### src/sv/flpk_ram.sv
module flpk_ram #(
    parameter int WIDTH = 8,
    parameter int DEPTH = 16
) (
    input  logic                     clk,
    input  logic                     we,
    input  logic [$clog2(DEPTH)-1:0] waddr,
    input  logic [WIDTH-1:0]         wdata,
    input  logic [$clog2(DEPTH)-1:0] raddr,
    output logic [WIDTH-1:0]         rdata
);

    logic [WIDTH-1:0] mem [DEPTH];

    always_ff @(posedge clk)
    begin
        if (we)
        begin
            mem[waddr] <= wdata;
        end
        rdata <= mem[raddr];
    end

endmodule

### config.mk
export PLATFORM = sky130hd
export DESIGN_NAME = flpk_ram
export DESIGN_NICKNAME = d
export VERILOG_FILES = /design/src/sv/flpk_ram.sv
export SDC_FILE = /design/constraint.sdc
export NUM_CORES = 1
export LEC_CHECK = 0
export ABC_CLOCK_PERIOD_IN_PS = 2500
export BUFFER_PORTS_ARGS = -buffer_cell sky130_fd_sc_hd__buf_2
export CAP_MARGIN = 20
export CORE_UTILIZATION = 48
export DETAILED_ROUTE_END_ITERATION = 8
export HOLD_SLACK_MARGIN = 0.08
export PLACE_DENSITY = 0.73
export SLEW_MARGIN = 20
export SYNTH_ARGS = -nofsm -noshare
export SYNTH_HDL_FRONTEND = slang
export SYNTH_SLANG_ARGS = --single-unit
### constraint.sdc
create_clock -name clk -period 2.5 [get_ports clk]
set_input_delay 0.625 -clock clk [delete_from_list [all_inputs] [get_ports clk]]
set_output_delay 0.625 -clock clk [all_outputs]
set_load 0.02 [all_outputs]
# After elaboration in Yosys (flattened, before gate mapping)
# Memories as Yosys holds them, arrays and structs flattened. A register that Yosys moved wholly into a read port is not among the register bits.
# Index checks and enable logic that the tools add are counted.
# W data, S select, Z words.
# word_totals
register_bits,0
ramBits,128
in_bits,18
mem_count,1
# op_classes
n_mux,2
# mem_list
memory,words,word_bits,rd,rd_clocked_by_memory_dff,write_ports,line,source
mem,16,8,1,1,1,13,logic [WIDTH-1:0] mem [DEPTH];
# op_table
operator,count
$mux W1,2

# Logic depth before layout (Yosys ltp)
# Gate-level depths: netlist of the first run.
# depth
depth_word,2
mapped_depth,5
mapped_depth_nobuf,3

# Worst setup path before layout of the first run
# Ideal clock, no wire load.
# synth_path
path_kind,input to register
start,input waddr[2]
end,"memory mem[0][0], enable pin"
t_arrival_ns,1.735
setup_slack_ns,0.382
path_stages,2
cell_sequence,or3b_2 nor3_1
# synth_lines
element,line,source
"start, declared",7,"input logic [$clog2(DEPTH)-1:0] waddr,"
"end, declared",13,
# No word-level cell before the write port.

# Worst setup path after layout of the first run
# layout_path
start,register rdata[4] (read register of mem)
end,output rdata[4]
# layout_lines
element,line,source
"start, declared",10,output logic [WIDTH-1:0] rdata
# No word-level cell between the ends.

==> flow_summary.yaml, run 1 <==
critical_path:
  cp_max_fo: 1
  crit_path_end: "rdata[4]"
  crit_path_start: "rdata[4]$_DFF_P_"
  cp_slowest_cell: "dfxtp_1"
  reg2reg_to: "rdata[3]$_DFF_P_"
  crit_path_cell_trace: "buf_2"
  slowest_delay_ps: 350
  crit_family: "flip-flops"
  setup.worst_path.class: "reg2out"
  endpoint_kind: "primary output"
  rrSetupSlack_ps: 1150
  cp.arrival_ps: 1050
  startpoint_type: "register"
  critPathBufInv: 1
  critPathRequiredTime_ps: 1880
  crit-reg2reg-launch: "mem[1][3]$_DFFE_PP_"
  path_depth: 1
  ff2ff_path_depth: 3
cells_and_area:
  drive_gt1_share_pct: 30.5
  final_cell_area_um2: 6140
  antenna_cells: 0
  nets: 300
  final.fill_count: 747
  multiInputGateArea_um2: 1060
  final_common_cell: "edfxtp_1"
  layout_common_cells: "128 x edfxtp_1, 25 x buf_2, 18 x mux4_2"
  ff_latch_area_um2: 4000
  syn_to_final_growth_pct: 19.3
grt:
  grt_usage_pct: 18.7
  top_usage_layer: "met2"
  use_met3_pct: 6.74
  grt_pass1_wl_um: 14200
  overflow: 0
  grt_max_degree: 33
  antenna_found_initial: 0
  grt_pass1_vias: 2406
  grtUsageMet1_pct: 24.8
  use_met2_pct: 28.6
power_and_ir_drop:
  p_leak_nw: 2.11
  ir_drop_v: 0.000375
  netSwitchingPower_w: 0.00101
  power_w: 0.00539
  seqPwrFrac_pct: 47.6
  p_comb_share_pct: 4.6
  sw_frac_of_total_pct: 18.6
  intPower_w: 0.00439
  powerDensity_nw_per_um2: 878
  clkPwrFrac_pct: 47.8
worst_hold_path:
  hp-class: "in2reg"
clocking:
  htreeDepth: 4
  post_cts_buffers: 0
  cts_max_path_buffers: 2
  holdBufCountCts: 0
  cts_made_buffers: 17
  clk_latency_ps: 510
  post_cts_resized: 0
  tritoncts: "done"
  cts-root-buf: "clkbuf_8"
  clkSinkCount: 136
  clk_transition_reported_paths_ps: 60
routing:
  vias: 2432
  routedWlPerCell_um: 21.6
  first_iter_violations: 134
  drt_pass1_iterations: 4
  drc_errors: 0
  vias_per_cell: 5.64
  wl_um: 9330
  antenna_left: 0
synthesis:
  yosysSeqAreaShare_pct: 77.8
  synthCells: 229
  syn_avg_cell_area_um2: 22.5
  synth_fp_nets: 247
  synth_cell_types: 19
  syn_area_um2: 5150
  synth_warnings: 0
  yosys_register_bits: 136
die:
  die_area_um2: 11100
  die_w_um: 106
  rows: 37
  ios: 26
  core_um2: 10400
  initial_core_util_pct: 49.6
  die_h_um: 106
outcome:
  outcome: "complete, no violations"
placed_design:
  placed_area_um2: 5520
  gp_congestion: 0.729
  portBuffers: 25
  dp_hpwl_um: 5770
sta:
  hold_viol_final: 0
  finalCriticalPeriod_ps: 1670
  finalSetupTns_ps: 0
  rsz0062_at_grt: "false"
  fmax_mhz: 597
  fin_worst_skew_ps: 5.28
  setup_viol: 0
  fin_crit_sh_pct: 66.9
  tightest_slew_ps: 668
  max_slew_margin_pct: 55.3
  drv_slew: 0
flow_run:
  drv_cap: 0
==> cell usage after synthesis <==
library cell,count,area share [%]
a22oi_1,16,2.3
and2_1,1,0.12
and2b_1,1,0.15
buf_2,3,0.29
buf_4,1,0.15
buf_6,3,0.66
clkdlybuf4s25_2,3,0.58
dfxtp_1,8,3.1
edfxtp_1,128,75
mux4_1,14,7.1
mux4_2,18,7.9
nand2_1,9,0.66
nand2b_1,2,0.24
nand3_1,1,0.097
nand3b_1,2,0.29
nor2_1,13,0.95
nor2b_1,1,0.12
nor3_1,4,0.39
or3b_2,1,0.17
==> state kept, by name (all words and copies together), names as in the netlist <==
name   flops
mem      128
rdata      8
==> cell type report <==
class | count | area share [%]
Sequential cell | 136 | 65.2
Multi-Input combinational cell | 83 | 17.2
Clock buffer | 22 | 7.21
Timing Repair Buffer | 44 | 4.77
Clock inverter | 10 | 2.83
Tap cell | 136 | 2.77
==> per-layer routing <==
metal | routed length, um | vias up | part of all wire, %
met2 | 4630 | 66 | 50
li1 | - | 1078 | -
met5 | 0 | - | 0
met4 | 74 | 0 | 0.79
met1 | 4130 | 1280 | 44
met3 | 496 | 8 | 5.3
==> metrics by stage <==
step | setup slack, ps | cells | hold slack [ps] | utilization (%)
5_1_grt | 784 | 431 | 467 | 59.2
6_report | 826 | 431 | 488 | 59.2
3_5_place_dp | 364 | 399 | 654 | 53.3
4_1_cts | 805 | 431 | 467 | 59.2
2_1_floorplan | 382 | 229 | 629 | -
3_3_place_gp | 375 | 399 | 643 | 53.3
==> power by group through the flow <==
stage | sequential [W] | clock (W) | combinational (W)
after floorplan | 0.00263 | 0 | 0.000129
after global placement | 0.00261 | 0 | 0.000246
after detailed placement | 0.00261 | 0 | 0.000251
after CTS | 0.00257 | 0.00261 | 0.000251
after global routing | 0.00257 | 0.00272 | 0.000265
final | 0.00257 | 0.00258 | 0.000246
==> worst min path at each step <==
stage	startpoint	end	depth (start not counted)
after global placement	mem[15][4]$_DFFE_PP_	rdata[4]$_DFF_P_	3
after floorplan	mem[7][0]$_DFFE_PP_	rdata[0]$_DFF_P_	3
final	wdata[0]	mem[7][0]$_DFFE_PP_	1
after CTS	wdata[0]	mem[2][0]$_DFFE_PP_	1
after detailed placement	mem[14][4]$_DFFE_PP_	rdata[4]$_DFF_P_	3
after global routing	wdata[2]	mem[9][2]$_DFFE_PP_	1
==> cells by family (layout without fill, tap and decap cells) <==
kind of cell    count (synthesis)  in the layout  synth area share, %
flops                         136            136                 77.8
compound gates                 16             16                 2.33
mux                            32             32                 15.0
simple gates                   35             35                 3.18
buf+inv                        10             76                 1.68
Note: power is estimated with default switching activity, not from simulation.
==> inputs of run 2 (changes only) <==
--- a/config.mk
+++ b/config.mk
@@ -5,7 +5,8 @@
 export SDC_FILE = /design/constraint.sdc
 export NUM_CORES = 1
 export LEC_CHECK = 0
-export ABC_CLOCK_PERIOD_IN_PS = 2500
+export ABC_AREA = 1
+export ABC_CLOCK_PERIOD_IN_PS = 1750
 export BUFFER_PORTS_ARGS = -buffer_cell sky130_fd_sc_hd__buf_2
 export CAP_MARGIN = 20
 export CORE_UTILIZATION = 48
==> constraint.sdc (replaced) <==
create_clock -name clk -period 1.75 [get_ports clk]
set_input_delay 0.4375 -clock clk [delete_from_list [all_inputs] [get_ports clk]]
set_output_delay 0.4375 -clock clk [all_outputs]
set_load 0.02 [all_outputs]
==> flow_summary.yaml, run 2 <==
synthesis:
  synth_cell_types: 12
  syn_avg_cell_area_um2: 10.5
  yosysSeqAreaShare_pct: 69.4
  synthCells: 551
  synth_common_cells: "173 x nand2_1, 128 x edfxtp_1, 100 x inv_1"
  synth_most_common_cell: "nand2_1"
  yosysTopAreaCell: "edfxtp_1"
  ys_async_sr_fraction_pct: 0
  synth_fp_nets: 569
  synth_edf_count: 128
  synth_top_area_share_pct: 66.7
  syn_area_um2: 5770
  yosys_register_bits: 136
  synth_top_cells_by_area: "edfxtp_1 67%, nand2_1 11%, nand3_1 8.4%"
  synth_warnings: 0
  synthFlopType: "edfxtp_1"
die:
  ios: 26
  die_area_um2: 12500
  die_h_um: 112
  rows: 39
  core_um2: 11600
  die_w_um: 112
  initial_core_util_pct: 49.9
power_and_ir_drop:
  sw_frac_of_total_pct: 20.9
  netSwitchingPower_w: 0.00159
  clkPwrFrac_pct: 45.5
  intPower_w: 0.00602
  powerDensity_nw_per_um2: 1130
  power_w: 0.00760
  p_leak_nw: 2.95
  ir_drop_v: 0.000568
  seqPwrFrac_pct: 48.2
  p_comb_share_pct: 6.3
grt:
  grt_max_degree: 65
  grt_pass1_vias: 3739
  antenna_found_initial: 0
  overflow: 0
  grt_usage_pct: 21.3
  grt_pass1_wl_um: 19600
cells_and_area:
  syn_to_final_growth_pct: 16.4
  final_common_cell: "nand2_1"
  regMostFlops: "mem"
  layout_common_cells: "173 x nand2_1, 128 x edfxtp_1, 100 x inv_1"
  largestRegisters: "mem (128), rdata (8)"
  nets: 612
  drive_gt1_share_pct: 13.2
  final.fill_count: 896
  antenna_cells: 0
  largest_register_ffs: 128
routing:
  routedWlPerCell_um: 16.4
  vias: 3869
  drc_errors: 2
  antenna_left: 0
  first_iter_violations: 355
  vias_per_cell: 5.16
  drt_pass1_iterations: 9
  wl_um: 12300
critical_path:
  startpoint_type: "register"
  critPathRequiredTime_ps: 1310
  ff2ff_path_depth: 6
  cp_max_fo: 1
  critPathBufInv: 1
  endpoint_kind: "primary output"
  cp_slowest_cell: "dfxtp_1"
  crit-reg2reg-launch: "mem[8][1]$_DFFE_PP_"
  crit_path_start: "rdata[3]$_DFF_P_"
  setup.worst_path.class: "reg2out"
  crit_family: "flip-flops"
  slowest_delay_ps: 340
  path_depth: 1
  crit_path_cell_trace: "buf_2"
  cp.arrival_ps: 920
clocking:
  post_cts_resized: 0
  holdBufCountCts: 0
  cts_made_buffers: 17
  tritoncts: "done"
  htreeDepth: 4
  cts_max_path_buffers: 2
  clk_latency_ps: 410
  cts-root-buf: "clkbuf_16"
  clkSinkCount: 136
  post_cts_buffers: 0
  clk_transition_reported_paths_ps: 50
sta:
  hold_viol_final: 0
  max_slew_margin_pct: 64.5
  fmax_mhz: 734
  fin_crit_sh_pct: 77.8
  drv_slew: 0
  finalCriticalPeriod_ps: 1360
  rsz0062_at_grt: "false"
  setup_viol: 0
  fin_worst_skew_ps: 9.65
  tightest_slew_ps: 532
  finalSetupTns_ps: 0
placed_design:
  dp_hpwl_um: 7480
  portBuffers: 25
  gp_congestion: 0.765
worst_hold_path:
  holdPathStages: 3
  min_from: "raddr[3]"
  hp-class: "in2reg"
outcome:
  outcome: "complete, but fails checks"
  violations: "design-rule violations"
flow_run:
  drv_cap: 0
## run 2: power groups by stage
stage	clock (W)	combinational [W]	sequential (W)
after floorplan	0	0.000257	0.00375
after global placement	0	0.000460	0.00373
after detailed placement	0	0.000472	0.00373
after CTS	0.00349	0.000477	0.00367
after global routing	0.00365	0.000519	0.00367
final	0.00346	0.000476	0.00366
## run 2: layout make-up
type / instances / area [um^2] / area share, %
flip-flops and latches: 136 / 4000 / 59.6
multi-input cells: 289 / 1210 / 18.1
clock buffers: 23 / 488 / 7.27
inverters: 102 / 383 / 5.70
repair buffers: 48 / 348 / 5.18
well taps: 143 / 179 / 2.67
clock inverters: 9 / 97.6 / 1.45
## run 2: stage by stage
step	area, um^2	util, %	hold WS (ps)	std cells	setup slack (ps)
global placement	6130	53.0	638	718	248
floorplan	5770	-	536	551	362
detailed placement	6130	53.0	659	718	229
finish	6710	58.0	372	750	388
global route	6710	58.0	368	750	350
CTS	6710	58.0	360	750	363
## run 2: path summary, 6_finish.rpt
| path | to | slack (ps) |
|---|---|---|
| setup / recovery | rdata[3] | 390 |
| setup reg to reg | rdata[1]$_DFF_P_ | 630 |
| hold / removal | rdata[7]$_DFF_P_ | 370 |
| hold reg to reg | rdata[6]$_DFF_P_ | 680 |
## run 2: kinds of logic after synthesis
kind of cell           Yosys count  share of synthesized area, %
DFF                            136                          69.4
buffers and inverters          126                          9.52
and+or+nand+nor                289                          21.0
## run 2: layer usage
metal / track usage [%] / vias to the layer above / wire length (um)
li1: - / 1856 / -
met1: 27.4 / 1796 / 5060
met2: 33.8 / 186 / 5840
met3: 4.25 / 31 / 994
met4: 12.5 / 0 / 437
met5: 0 / - / 0
